--- src/hdl/dks_pkg.sv ---
// Shared types and constants of the delayed key scheduler.
package dks_pkg;

   localparam int PAYLOAD_W = 40;
   localparam int KIND_W    = 8;
   localparam int DELAY_W   = 23;
   localparam int CODE_W    = 8;
   localparam int OP_W      = 3;
   localparam int COUNT_W   = 5;
   localparam int REQ_DATA_W = 80;
   localparam int RSP_DATA_W = 56;

   localparam logic [OP_W-1:0] OP_SCHEDULE = 3'd0;
   localparam logic [OP_W-1:0] OP_CANCEL   = 3'd1;
   localparam logic [OP_W-1:0] OP_TICK     = 3'd2;
   localparam logic [OP_W-1:0] OP_POP      = 3'd3;
   localparam logic [OP_W-1:0] OP_PUSH     = 3'd4;

   typedef struct packed {
      logic capture;
      logic scan_run;
      logic pop_read;
      logic push_write;
      logic rsp_load;
   } dks_cmd_type;

   typedef struct packed {
      logic op_scan;
      logic op_pop;
      logic op_push;
      logic scan_last;
      logic rsp_busy;
   } dks_stat_type;

endpackage

--- src/hdl/dks_ctrl.sv ---
// Sequencing state machine of the delayed key scheduler.
module dks_ctrl (
   input  logic                  clock,
   input  logic                  reset,
   input  logic                  req_tvalid,
   output logic                  req_tready,
   input  dks_pkg::dks_stat_type stat,
   output dks_pkg::dks_cmd_type  cmd
);

   typedef enum logic [4:0] {
      S_IDLE = 5'b00001,
      S_SCAN = 5'b00010,
      S_POP  = 5'b00100,
      S_PUSH = 5'b01000,
      S_RESP = 5'b10000
   } state_type;

   state_type state_ff;
   state_type state_in;

   always_comb begin
      state_in       = state_ff;
      cmd            = '0;
      req_tready     = 1'b0;
      unique case (state_ff)
         S_IDLE: begin
            req_tready = !reset;
            if (req_tvalid && !reset) begin
               cmd.capture = 1'b1;
               if (stat.op_scan) begin
                  state_in = S_SCAN;
               end else if (stat.op_pop) begin
                  state_in = S_POP;
               end else if (stat.op_push) begin
                  state_in = S_PUSH;
               end else begin
                  state_in = S_RESP;
               end
            end
         end
         S_SCAN: begin
            cmd.scan_run = 1'b1;
            if (stat.scan_last) begin
               state_in = S_RESP;
            end
         end
         S_POP: begin
            cmd.pop_read = 1'b1;
            state_in     = S_RESP;
         end
         S_PUSH: begin
            cmd.push_write = 1'b1;
            state_in       = S_RESP;
         end
         S_RESP: begin
            if (!stat.rsp_busy) begin
               cmd.rsp_load = 1'b1;
               state_in     = S_IDLE;
            end
         end
         default: begin
            state_in = S_IDLE;
         end
      endcase
   end

   always_ff @(posedge clock) begin
      if (reset) begin
         state_ff <= S_IDLE;
      end else begin
         state_ff <= state_in;
      end
   end

endmodule

--- src/hdl/dks_datapath.sv ---
// Slot table, output stack and result register of the delayed key scheduler.
module dks_datapath #(
   parameter int ENTRIES = 16
) (
   input  logic                              clock,
   input  logic                              reset,
   input  logic [dks_pkg::REQ_DATA_W-1:0]    req_tdata,
   input  logic [dks_pkg::OP_W-1:0]          req_tuser,
   output logic [dks_pkg::RSP_DATA_W-1:0]    rsp_tdata,
   output logic                              rsp_tvalid,
   input  logic                              rsp_tready,
   input  dks_pkg::dks_cmd_type              cmd,
   output dks_pkg::dks_stat_type             stat
);

   localparam int IDX_W = (ENTRIES > 1) ? $clog2(ENTRIES) : 1;
   localparam int CNT_W = $clog2(ENTRIES + 1);

   logic [dks_pkg::OP_W-1:0]      op_ff;
   logic [dks_pkg::PAYLOAD_W-1:0] pay_ff;
   logic [dks_pkg::KIND_W-1:0]    kind_ff;
   logic [dks_pkg::DELAY_W-1:0]   delay_ff;
   logic [dks_pkg::CODE_W-1:0]    code_ff;

   logic [ENTRIES-1:0] used_ff, used_in;
   logic [CNT_W-1:0]   depth_ff, depth_in;
   logic [CNT_W-1:0]   depth_m1;
   logic [CNT_W-1:0]   rd_idx_ff, rd_idx_in;
   logic [IDX_W-1:0]   proc_idx_ff;
   logic               proc_vld_ff, proc_vld_in;
   logic               placed_ff, placed_in;
   logic               drop_ff, drop_in;
   logic               pop_hit_ff, pop_hit_in;

   logic [dks_pkg::PAYLOAD_W-1:0] slot_pay_mem [ENTRIES];
   logic [dks_pkg::KIND_W-1:0]    slot_kind_mem [ENTRIES];
   logic [dks_pkg::DELAY_W-1:0]   slot_delay_mem [ENTRIES];
   logic [dks_pkg::PAYLOAD_W-1:0] stack_pay_mem [ENTRIES];
   logic [dks_pkg::KIND_W-1:0]    stack_kind_mem [ENTRIES];

   logic [dks_pkg::PAYLOAD_W-1:0] rd_pay_ff;
   logic [dks_pkg::KIND_W-1:0]    rd_kind_ff;
   logic [dks_pkg::DELAY_W-1:0]   rd_delay_ff;
   logic [dks_pkg::PAYLOAD_W-1:0] top_pay_ff;
   logic [dks_pkg::KIND_W-1:0]    top_kind_ff;

   logic                          slot_full_we, slot_delay_we;
   logic [dks_pkg::DELAY_W-1:0]   slot_delay_wd;
   logic                          push_en, push_ok;
   logic [dks_pkg::PAYLOAD_W-1:0] push_pay;
   logic [dks_pkg::KIND_W-1:0]    push_kind;
   logic                          proc_en;
   logic [CNT_W+4:0]              count_wide;

   logic                          rsp_valid_ff;
   logic [dks_pkg::RSP_DATA_W-1:0] rsp_data_ff, rsp_data_in;

   assign depth_m1 = depth_ff - 1'b1;
   assign proc_en  = cmd.scan_run && proc_vld_ff;

   assign stat.op_scan   = (req_tuser == dks_pkg::OP_SCHEDULE) ||
                           (req_tuser == dks_pkg::OP_CANCEL) ||
                           (req_tuser == dks_pkg::OP_TICK);
   assign stat.op_pop    = (req_tuser == dks_pkg::OP_POP);
   assign stat.op_push   = (req_tuser == dks_pkg::OP_PUSH);
   assign stat.scan_last = proc_en && (proc_idx_ff == IDX_W'(ENTRIES - 1));
   assign stat.rsp_busy  = rsp_valid_ff && !rsp_tready;

   always_comb begin
      used_in       = used_ff;
      placed_in     = placed_ff;
      drop_in       = drop_ff;
      pop_hit_in    = pop_hit_ff;
      depth_in      = depth_ff;
      rd_idx_in     = rd_idx_ff;
      proc_vld_in   = proc_vld_ff;
      slot_full_we  = 1'b0;
      slot_delay_we = 1'b0;
      slot_delay_wd = rd_delay_ff - 1'b1;
      push_en       = 1'b0;
      push_pay      = pay_ff;
      push_kind     = kind_ff;

      if (cmd.capture) begin
         rd_idx_in   = '0;
         proc_vld_in = 1'b0;
         placed_in   = 1'b0;
         drop_in     = 1'b0;
         pop_hit_in  = 1'b0;
      end

      if (cmd.scan_run) begin
         proc_vld_in = (rd_idx_ff < CNT_W'(ENTRIES));
         if (proc_vld_in) begin
            rd_idx_in = rd_idx_ff + 1'b1;
         end
      end

      if (proc_en) begin
         case (op_ff)
            dks_pkg::OP_SCHEDULE: begin
               if (!used_ff[proc_idx_ff] && !placed_ff) begin
                  slot_full_we           = 1'b1;
                  slot_delay_wd          = delay_ff;
                  used_in[proc_idx_ff]   = 1'b1;
                  placed_in              = 1'b1;
               end
            end
            dks_pkg::OP_CANCEL: begin
               if (used_ff[proc_idx_ff]) begin
                  if (rd_pay_ff[23:16] == code_ff) begin
                     used_in[proc_idx_ff] = 1'b0;
                  end
               end
            end
            dks_pkg::OP_TICK: begin
               if (used_ff[proc_idx_ff]) begin
                  if (rd_delay_ff != '0) begin
                     slot_delay_we = 1'b1;
                  end else begin
                     push_en              = 1'b1;
                     push_pay             = rd_pay_ff;
                     push_kind            = rd_kind_ff;
                     used_in[proc_idx_ff] = 1'b0;
                  end
               end
            end
            default: begin
            end
         endcase
         if (stat.scan_last && (op_ff == dks_pkg::OP_SCHEDULE) && !placed_in) begin
            drop_in = 1'b1;
         end
      end

      if (cmd.push_write) begin
         push_en = 1'b1;
      end

      push_ok = push_en && (depth_ff < CNT_W'(ENTRIES));
      if (push_en) begin
         if (push_ok) begin
            depth_in = depth_ff + 1'b1;
         end else begin
            drop_in = 1'b1;
         end
      end

      if (cmd.pop_read) begin
         pop_hit_in = (depth_ff != '0);
         if (pop_hit_in) begin
            depth_in = depth_m1;
         end
      end
   end

   always_ff @(posedge clock) begin
      if (slot_full_we) begin
         slot_pay_mem[proc_idx_ff]  <= pay_ff;
         slot_kind_mem[proc_idx_ff] <= kind_ff;
      end
      if (slot_full_we || slot_delay_we) begin
         slot_delay_mem[proc_idx_ff] <= slot_delay_wd;
      end
      rd_pay_ff   <= slot_pay_mem[rd_idx_ff[IDX_W-1:0]];
      rd_kind_ff  <= slot_kind_mem[rd_idx_ff[IDX_W-1:0]];
      rd_delay_ff <= slot_delay_mem[rd_idx_ff[IDX_W-1:0]];
   end

   always_ff @(posedge clock) begin
      if (push_ok) begin
         stack_pay_mem[depth_ff[IDX_W-1:0]]  <= push_pay;
         stack_kind_mem[depth_ff[IDX_W-1:0]] <= push_kind;
      end
      if (cmd.pop_read) begin
         top_pay_ff  <= stack_pay_mem[depth_m1[IDX_W-1:0]];
         top_kind_ff <= stack_kind_mem[depth_m1[IDX_W-1:0]];
      end
   end

   always_ff @(posedge clock) begin
      if (cmd.capture) begin
         op_ff    <= req_tuser;
         pay_ff   <= req_tdata[39:0];
         kind_ff  <= req_tdata[47:40];
         delay_ff <= req_tdata[70:48];
         code_ff  <= req_tdata[78:71];
      end
      if (cmd.scan_run) begin
         proc_idx_ff <= rd_idx_ff[IDX_W-1:0];
      end
   end

   assign count_wide = {5'b0, depth_ff};

   always_comb begin
      rsp_data_in        = '0;
      rsp_data_in[0]     = pop_hit_ff;
      rsp_data_in[40:1]  = pop_hit_ff ? top_pay_ff : '0;
      rsp_data_in[48:41] = pop_hit_ff ? top_kind_ff : '0;
      rsp_data_in[49]    = drop_ff;
      rsp_data_in[54:50] = count_wide[4:0];
   end

   always_ff @(posedge clock) begin
      if (cmd.rsp_load) begin
         rsp_data_ff <= rsp_data_in;
      end
   end

   always_ff @(posedge clock) begin
      if (reset) begin
         used_ff      <= '0;
         depth_ff     <= '0;
         rd_idx_ff    <= '0;
         proc_vld_ff  <= 1'b0;
         placed_ff    <= 1'b0;
         drop_ff      <= 1'b0;
         pop_hit_ff   <= 1'b0;
         rsp_valid_ff <= 1'b0;
      end else begin
         used_ff     <= used_in;
         depth_ff    <= depth_in;
         rd_idx_ff   <= rd_idx_in;
         proc_vld_ff <= proc_vld_in;
         placed_ff   <= placed_in;
         drop_ff     <= drop_in;
         pop_hit_ff  <= pop_hit_in;
         if (cmd.rsp_load) begin
            rsp_valid_ff <= 1'b1;
         end else if (rsp_tready) begin
            rsp_valid_ff <= 1'b0;
         end
      end
   end

   assign rsp_tvalid = rsp_valid_ff;
   assign rsp_tdata  = rsp_data_ff;

endmodule

--- src/hdl/delayed_key_scheduler.sv ---
// Top level of the delayed key scheduler: controller joined to datapath.
//
// Commands arrive as beats on the req_ channel; req_tuser holds the command
// and req_tdata the key payload, type, delay and cancel code. Every accepted
// beat yields exactly one beat on the rsp_ channel carrying the pop result,
// the drop flag and the stack occupancy.
// Schedule, cancel and tick walk the slot table one slot per cycle through
// a registered memory read before the result is loaded. Pop and push pass
// through a state of their own before the response state, and any other
// command goes straight to it. One command is handled at a time; a new beat
// is taken as soon as the previous result sits in the output register.
// Reset clears the slot flags, the stack depth and the output valid flag;
// the stores themselves are not cleared.
// While the receiver holds rsp_tready low the result stays registered, and
// one further command may be accepted and worked on, waiting before its own
// result is loaded.
module delayed_key_scheduler_core #(
   parameter int ENTRIES = 16
) (
   input  logic                           clock,
   input  logic                           reset,
   // req_tdata fields from bit 0: key_payload, key_type, delay_ticks, cancel_code
   input  logic [dks_pkg::REQ_DATA_W-1:0] req_tdata,
   // req_tuser fields from bit 0: command
   input  logic [dks_pkg::OP_W-1:0]       req_tuser,
   input  logic                           req_tvalid,
   output logic                           req_tready,
   // rsp_tdata fields from bit 0: pop_valid, pop_payload, pop_type, dropped, stack_count
   output logic [dks_pkg::RSP_DATA_W-1:0] rsp_tdata,
   output logic                           rsp_tvalid,
   input  logic                           rsp_tready
);

   dks_pkg::dks_cmd_type  cmd;
   dks_pkg::dks_stat_type stat;

   dks_ctrl u_ctrl (
      .clock      (clock),
      .reset      (reset),
      .req_tvalid (req_tvalid),
      .req_tready (req_tready),
      .stat       (stat),
      .cmd        (cmd)
   );

   dks_datapath #(
      .ENTRIES (ENTRIES)
   ) u_datapath (
      .clock      (clock),
      .reset      (reset),
      .req_tdata  (req_tdata),
      .req_tuser  (req_tuser),
      .rsp_tdata  (rsp_tdata),
      .rsp_tvalid (rsp_tvalid),
      .rsp_tready (rsp_tready),
      .cmd        (cmd),
      .stat       (stat)
   );

endmodule
--- config.mk ---
export PLATFORM = sky130hd
export DESIGN_NAME = delayed_key_scheduler_core
export DESIGN_NICKNAME = d
export VERILOG_FILES = /design/src/hdl/dks_pkg.sv /design/src/hdl/dks_ctrl.sv /design/src/hdl/dks_datapath.sv /design/src/hdl/delayed_key_scheduler.sv
export SDC_FILE = /design/constraint.sdc
export NUM_CORES = 2
export LEC_CHECK = 0
export BUFFER_PORTS_ARGS = -buffer_cell sky130_fd_sc_hd__buf_4
export CAP_MARGIN = 20
export CORE_UTILIZATION = 55
export CTS_CLUSTER_DIAMETER = 50
export CTS_CLUSTER_SIZE = 28
export DETAILED_ROUTE_END_ITERATION = 12
export PLACE_DENSITY = 0.8
export SYNTH_ARGS = -nofsm -noshare
export SYNTH_HDL_FRONTEND = slang
export SYNTH_HIERARCHICAL = 1
export SYNTH_SLANG_ARGS = --single-unit
--- constraint.sdc ---
create_clock -name clock -period 5.9 [get_ports clock]
set_input_delay 0.295 -clock clock [delete_from_list [all_inputs] [get_ports clock]]
set_output_delay 0.295 -clock clock [all_outputs]
set_load 0.01 [all_outputs]
* Word level (Yosys, flattened, before mapping)
Memories as Yosys holds them, arrays and structs flattened. A register that Yosys moved wholly into a read port is not among the register bits.
Index checks and enable logic that the tools add are counted.
** Storage, ports and cells
- Register bits :: 177
- Memory bits (writable) :: 1904
- Word-level logic and storage cells :: 158
- Memories kept :: 5
** Operators by class
- $add $sub $neg :: 4
- $lt $le $gt $ge :: 4
- Eq/ne operators :: 21
- Muxes and demuxes :: 76
- Bitwise operators :: 3
- Reductions and logical operators :: 28
** Memories
- u_datapath.slot_pay_mem :: depth 16, width 40, read ports 1, clocked after Yosys merged registers in 1, wr ports 1, RTL line dks_datapath.sv:35 : logic [dks_pkg::PAYLOAD_W-1:0] slot_pay_mem [ENTRIES];
- u_datapath.stack_pay_mem :: depth 16, width 40, read ports 1, clocked after Yosys merged registers in 1, wr ports 1, RTL line dks_datapath.sv:38 : logic [dks_pkg::PAYLOAD_W-1:0] stack_pay_mem [ENTRIES];
- u_datapath.slot_delay_mem :: depth 16, width 23, read ports 1, clocked after Yosys merged registers in 1, wr ports 1, RTL line dks_datapath.sv:37 : logic [dks_pkg::DELAY_W-1:0] slot_delay_mem [ENTRIES];
- u_datapath.slot_kind_mem :: depth 16, width 8, read ports 1, clocked after Yosys merged registers in 1, wr ports 1, RTL line dks_datapath.sv:36 : logic [dks_pkg::KIND_W-1:0] slot_kind_mem [ENTRIES];
- u_datapath.stack_kind_mem :: depth 16, width 8, read ports 1, clocked after Yosys merged registers in 1, wr ports 1, RTL line dks_datapath.sv:39 : logic [dks_pkg::KIND_W-1:0] stack_kind_mem [ENTRIES];
** Operator list (number)
- $mux W40 :: 4
- $mux W16 :: 5
- $mux W23 :: 3
- $mux W5 :: 13
- $pmux W16 S3 :: 1
- $mux W1 :: 43
- $mux W8 :: 4
- $reduce_bool A23 Y1 :: 1
- $sub A23 B1 Y23 const B :: 1
- $pmux W5 S4 :: 1
- $and A16 B16 Y16 :: 1
- $not A16 Y16 :: 1
- $or A16 B16 Y16 :: 1
- $ne A2 B1 Y1 const B :: 6
- $add A5 B1 Y5 const B :: 2
- $lt A5 B5 Y1 const B :: 2
- $eq A3 B2 Y1 const B :: 3
- $logic_and A1 B1 Y1 :: 9
- $eq A8 B8 Y1 :: 1
- $reduce_and A7 Y1 :: 1
- $eq A3 B1 Y1 const B :: 2
- $logic_not A3 Y1 :: 2
- $reduce_bool A2 Y1 :: 3
- $eq A5 B1 Y1 const B :: 1
- 18 further kinds :: 25

* Depth between registers and ports, before layout
- Depth in word-level cells :: 14
- Gate-level depth with buffers :: 11
- Mapped depth without buffers :: 8

* Modules after synthesis
Netlist, hierarchy kept.
** By module, submodules not included
- dks_datapath :: times used 1, cells an instance 3448, area each 82145.0 um2, sequential area each 64892.2 um2
- dks_ctrl :: times used 1, cells an instance 38, area each 344.1 um2, sequential area each 100.1 um2

* Worst setup path after synthesis
OpenSTA, ideal clock, no wires.
- Path kind :: register to register
- From :: reg u_ctrl.state_ff[4]
- To :: mem u_datapath/stack_kind_mem[3][0] (netlist bit) (enable)
- Setup time :: 513 ps
- Arrival :: 5945 ps
- Required time :: 5387 ps
- Setup slack :: -558 ps
- Cell stages (with the launch flop) :: 9
- Buffers on the path :: 0
- Cell sequence :: dfxtp_1 nor3_2 and3b_1 nor4bb_1 nand2_1 or3_4 o41ai_4 nand2_1 nor3_1
** RTL lines
- start: declaration :: RTL line dks_ctrl.sv:19 : state_type state_ff;
- start signal: assignment :: RTL line dks_ctrl.sv:72 : state_ff <= state_in;
- end: declaration :: RTL line dks_datapath.sv:39

==> flow_metrics.tcl <==
set metrics [dict create \
    outcome "finished, final reports clean" \
    number_of_remaining_drc_errors 0 \
    cts-buffers-inserted 152 \
    synth_edf_count 2093 \
    synth-adder-area-share 0.00121 \
    ys_seq_area_frac 0.788 \
    clk_pin_slew_worst_paths_ns 0.08 \
    tns_ns 0 \
    mostFrequentLayoutCells "sky130_fd_sc_hd__edfxtp_1, sky130_fd_sc_hd__mux4_2, sky130_fd_sc_hd__buf_4" \
    grt_pass1_vias 40200 \
    numClockSinks 2200 \
    clockBufferDepth 3 \
    post-route-min-period_ns 4.70 \
    p_switching_mw 6.64 \
    postLayoutCoreUtil 0.628 \
    finalWirelength_um 194000 \
    worst_r2r_startpoint "u_ctrl/state_ff[4]" \
    wl_per_cell_um 32.8 \
    iteration_0_drc_count_of_the_detailed_router 5369 \
    synth_to_layout_area_growth_pct 13.0 \
    timing.final.crit_share 0.797 \
    grt_max_degree 126 \
    post_synth_and_or_nand_nor_area_fraction 0.0213 \
    final_cell_area_mm2 0.0932 \
    ir_drop_mv 0.283 \
    synth.yosys.warnings 6 \
    synth-compound-area-share 0.00658 \
    start_kind "flop" \
    global_route_wire_length_before_repair_um 279000 \
    cells_on_worst_reg2reg_path 10 \
    worst_hold_margin_ns 0.159 \
    synth_cells 3486 \
    groute.layer.met1.usage 0.334 \
    fp.dieW_um 389 \
    achievable-frequency_mhz 213 \
    post_synth_num_cell_types 59 \
    numPortBuffers 142 \
    cts_tree "done" \
    r2r_end "u_datapath/stack_pay_mem[1][29]" \
    largest_family_of_logic_cells_by_synthesized_area "multiplexers" \
    critical_path.endpoint_type "flop" \
    skew_final_ns 0.0700 \
    critical_path_required_ns 6.39 \
    reg2reg_slack_ns 1.20 \
    cp-startpoint "u_ctrl/state_ff[4]" \
    gr-total-overflow 0 \
    gpl.final_weighted_congestion 0.777 \
    detail_route.first_pass.iterations 6 \
    avgViaCountPerCell 6.57 \
    postLayoutSetupSlackWorst_ns 1.20 \
    post-cts-setup-buffer-count 0 \
    num_io_pins 145 \
    setup_violations 0 \
    grt_use_met3 0.0540 \
    power.combinational.fraction 0.023 \
    drive_above_1_share 0.315 \
    setup_repair_after_global_routing_missed_its_margin "no" \
    clock_insertion_delay_at_the_later_pin_of_the_skew_report_ns 0.85 \
    layout.cells.most_common "sky130_fd_sc_hd__edfxtp_1" \
    slew_viol_final 0 \
    pwr-share-clk 0.392 \
    max_cap_viol_count 0 \
    clk_root_buffer_cell "sky130_fd_sc_hd__clkbuf_16" \
    postSynthRegisterBits 2200 \
    die-area_mm2 0.152 \
    initial_standard_cell_utilization_of_the_core 0.556 \
    antenna_violating_nets_post_route 0 \
    p_seq_frac 0.585 \
    detailroute.via_count 38900 \
    timing.critical_path.arrival_ns 5.19 \
    netSwitchingFraction 0.224 \
    core_area_mm2 0.148 \
    detailed_placement_hpwl_um 97900 \
    min-delay-path-class "in -> reg" \
    grt.busiest_layer "met2" \
    synth_xor_xnor_area_share 0.00329 \
    post_synthesis_cell_area_mm2 0.0825 \
    intPower_mw 23.0 \
    die_h_um 389 \
    synthMuxAreaShare 0.171 \
    preCtsSetupSlack_ns 1.34 \
    gr-usage-all-layers 0.260 \
    met2_usage 0.442 \
    synth_ff_type "sky130_fd_sc_hd__edfxtp_1" \
    postSynth.asyncResetShare 0 \
    finish.net_count 3885 \
    synthesis.nets 3581 \
    standard_cell_row_count 141 \
    max_slew.worst_pin.slew_ns 1.14 \
    post_syn_area_per_cell_um2 23.7 \
    timing_hold_violations_final 0 \
    maxSlewHeadroom 0.236 \
    critPathMaxFanout 38 \
    power_per_cell_area_mw_per_mm2 318 \
    placement.cell_area_mm2 0.0867 \
    cellLeakagePower_nw 28.1 \
    timing.critical_path.to "u_datapath/stack_pay_mem[1][29]" \
    initial_antenna_violation_count 6 \
    htreeDepth 4 \
    crit_type "reg -> reg" \
]
-- cell usage after synthesis (15+ instances only) --
cell,instances,area (µm²)
sky130_fd_sc_hd__nor3_1,18,90.1
sky130_fd_sc_hd__nand2_1,35,131
sky130_fd_sc_hd__and2_1,52,325
sky130_fd_sc_hd__a21oi_1,27,135
sky130_fd_sc_hd__xnor2_1,22,193
sky130_fd_sc_hd__a22o_1,17,149
sky130_fd_sc_hd__nand4_1,15,93.8
sky130_fd_sc_hd__buf_1,49,184
sky130_fd_sc_hd__dfxtp_1,107,2140
sky130_fd_sc_hd__nor4_1,25,156
sky130_fd_sc_hd__nor2_1,97,364
sky130_fd_sc_hd__mux2_2,51,574
sky130_fd_sc_hd__mux4_2,597,13400
sky130_fd_sc_hd__nor2b_1,25,156
sky130_fd_sc_hd__edfxtp_1,2093,62900
sky130_fd_sc_hd__clkbuf_1,117,439
-- metal layers --
layer / routed length, µm / vias up
li1: - / 15400
met1: 68400 / 20600
met2: 99700 / 2524
met3: 19000 / 432
met4: 7030 / 4
met5: 21 / -
-- what timing repair did --
action                    4_1_cts  5_1_grt
resized for setup               0        0
hold buffers                   86        0
hold endpoints to repair      101        0
-- final cells by class --
class / count / area (µm²)
antenna: 1 / 2.50
fill: 9259 / 55200
multi-input combinational: 1097 / 17100
clock buffer: 159 / 3870
clock inverter: 126 / 1750
timing repair buffer: 329 / 2940
inverter: 10 / 37.5
sequential: 2200 / 65000
tap: 2002 / 2500
-- power by group through the flow --
stage / combinational [mW] / sequential [mW] / clock (mW)
after global placement: 0.593 / 17.7 / 0
after floorplan: 0.381 / 17.6 / 0
after detailed placement: 0.614 / 17.7 / 0
after CTS: 0.668 / 17.3 / 11.7
final: 0.673 / 17.3 / 11.6
after global routing: 0.706 / 17.3 / 12.3
-- state kept, by name, indices dropped and copies added, names as in the netlist, 23 cells and up, named ones only --
signal                     count
u_datapath/slot_delay_mem    368
u_datapath/pay_ff             40
u_datapath/rsp_tdata          55
u_datapath/rd_delay_ff        23
u_datapath/slot_pay_mem      640
u_datapath/stack_pay_mem     640
u_datapath/rd_pay_ff          40
u_datapath/slot_kind_mem     128
u_datapath/stack_kind_mem    128
u_datapath/delay_ff           23
u_datapath/top_pay_ff         40
-- cells by family after synthesis --
| group | after synthesis |
|---|---|
| adders and majority gates | 8 |
| DFF | 2200 |
| AOI/OAI and AO/OA | 77 |
| xor gates and xnor gates | 31 |
| buffers and inverters | 189 |
| and+or+nand+nor | 327 |
| muxes | 653 |
| other | 1 |
-- worst min path at each step --
stage	startpoint	endpoint	slack, ns	depth (start not counted)
finish	req_tdata[58]	u_datapath/delay_ff[10]	0.16	2
floorplan	req_tdata[71]	u_datapath/code_ff[0]	0.39	0
global placement	u_datapath/drop_ff	u_datapath/rsp_tdata[49]	0.43	0
global route	req_tdata[55]	u_datapath/delay_ff[7]	0.13	2
CTS	req_tdata[62]	u_datapath/delay_ff[14]	0.10	2
detailed placement	u_datapath/drop_ff	u_datapath/rsp_tdata[49]	0.43	0
-- per-stage QoR --
stage / power, mW / cells
2_1_floorplan: 18.0 / 3486
3_3_place_gp: 18.3 / 5546
3_5_place_dp: 18.3 / 5548
4_1_cts: 29.7 / 5919
5_1_grt: 30.3 / 5923
6_report: 29.6 / 5924
-- critical path: stages, from the launching register on --
cell and delay [ns]:
sky130_fd_sc_hd__dfxtp_1 0.37, sky130_fd_sc_hd__nor3_2 0.43, sky130_fd_sc_hd__and3b_1 0.47, sky130_fd_sc_hd__nor4bb_1 0.28
sky130_fd_sc_hd__buf_4 0.19, sky130_fd_sc_hd__nand2_1 0.06, sky130_fd_sc_hd__or3_4 0.44, sky130_fd_sc_hd__o41ai_4 0.54
sky130_fd_sc_hd__nand2_1 0.40, sky130_fd_sc_hd__nor3_4 0.75, sky130_fd_sc_hd__buf_12 0.39
(Power assumes the default switching activity.)
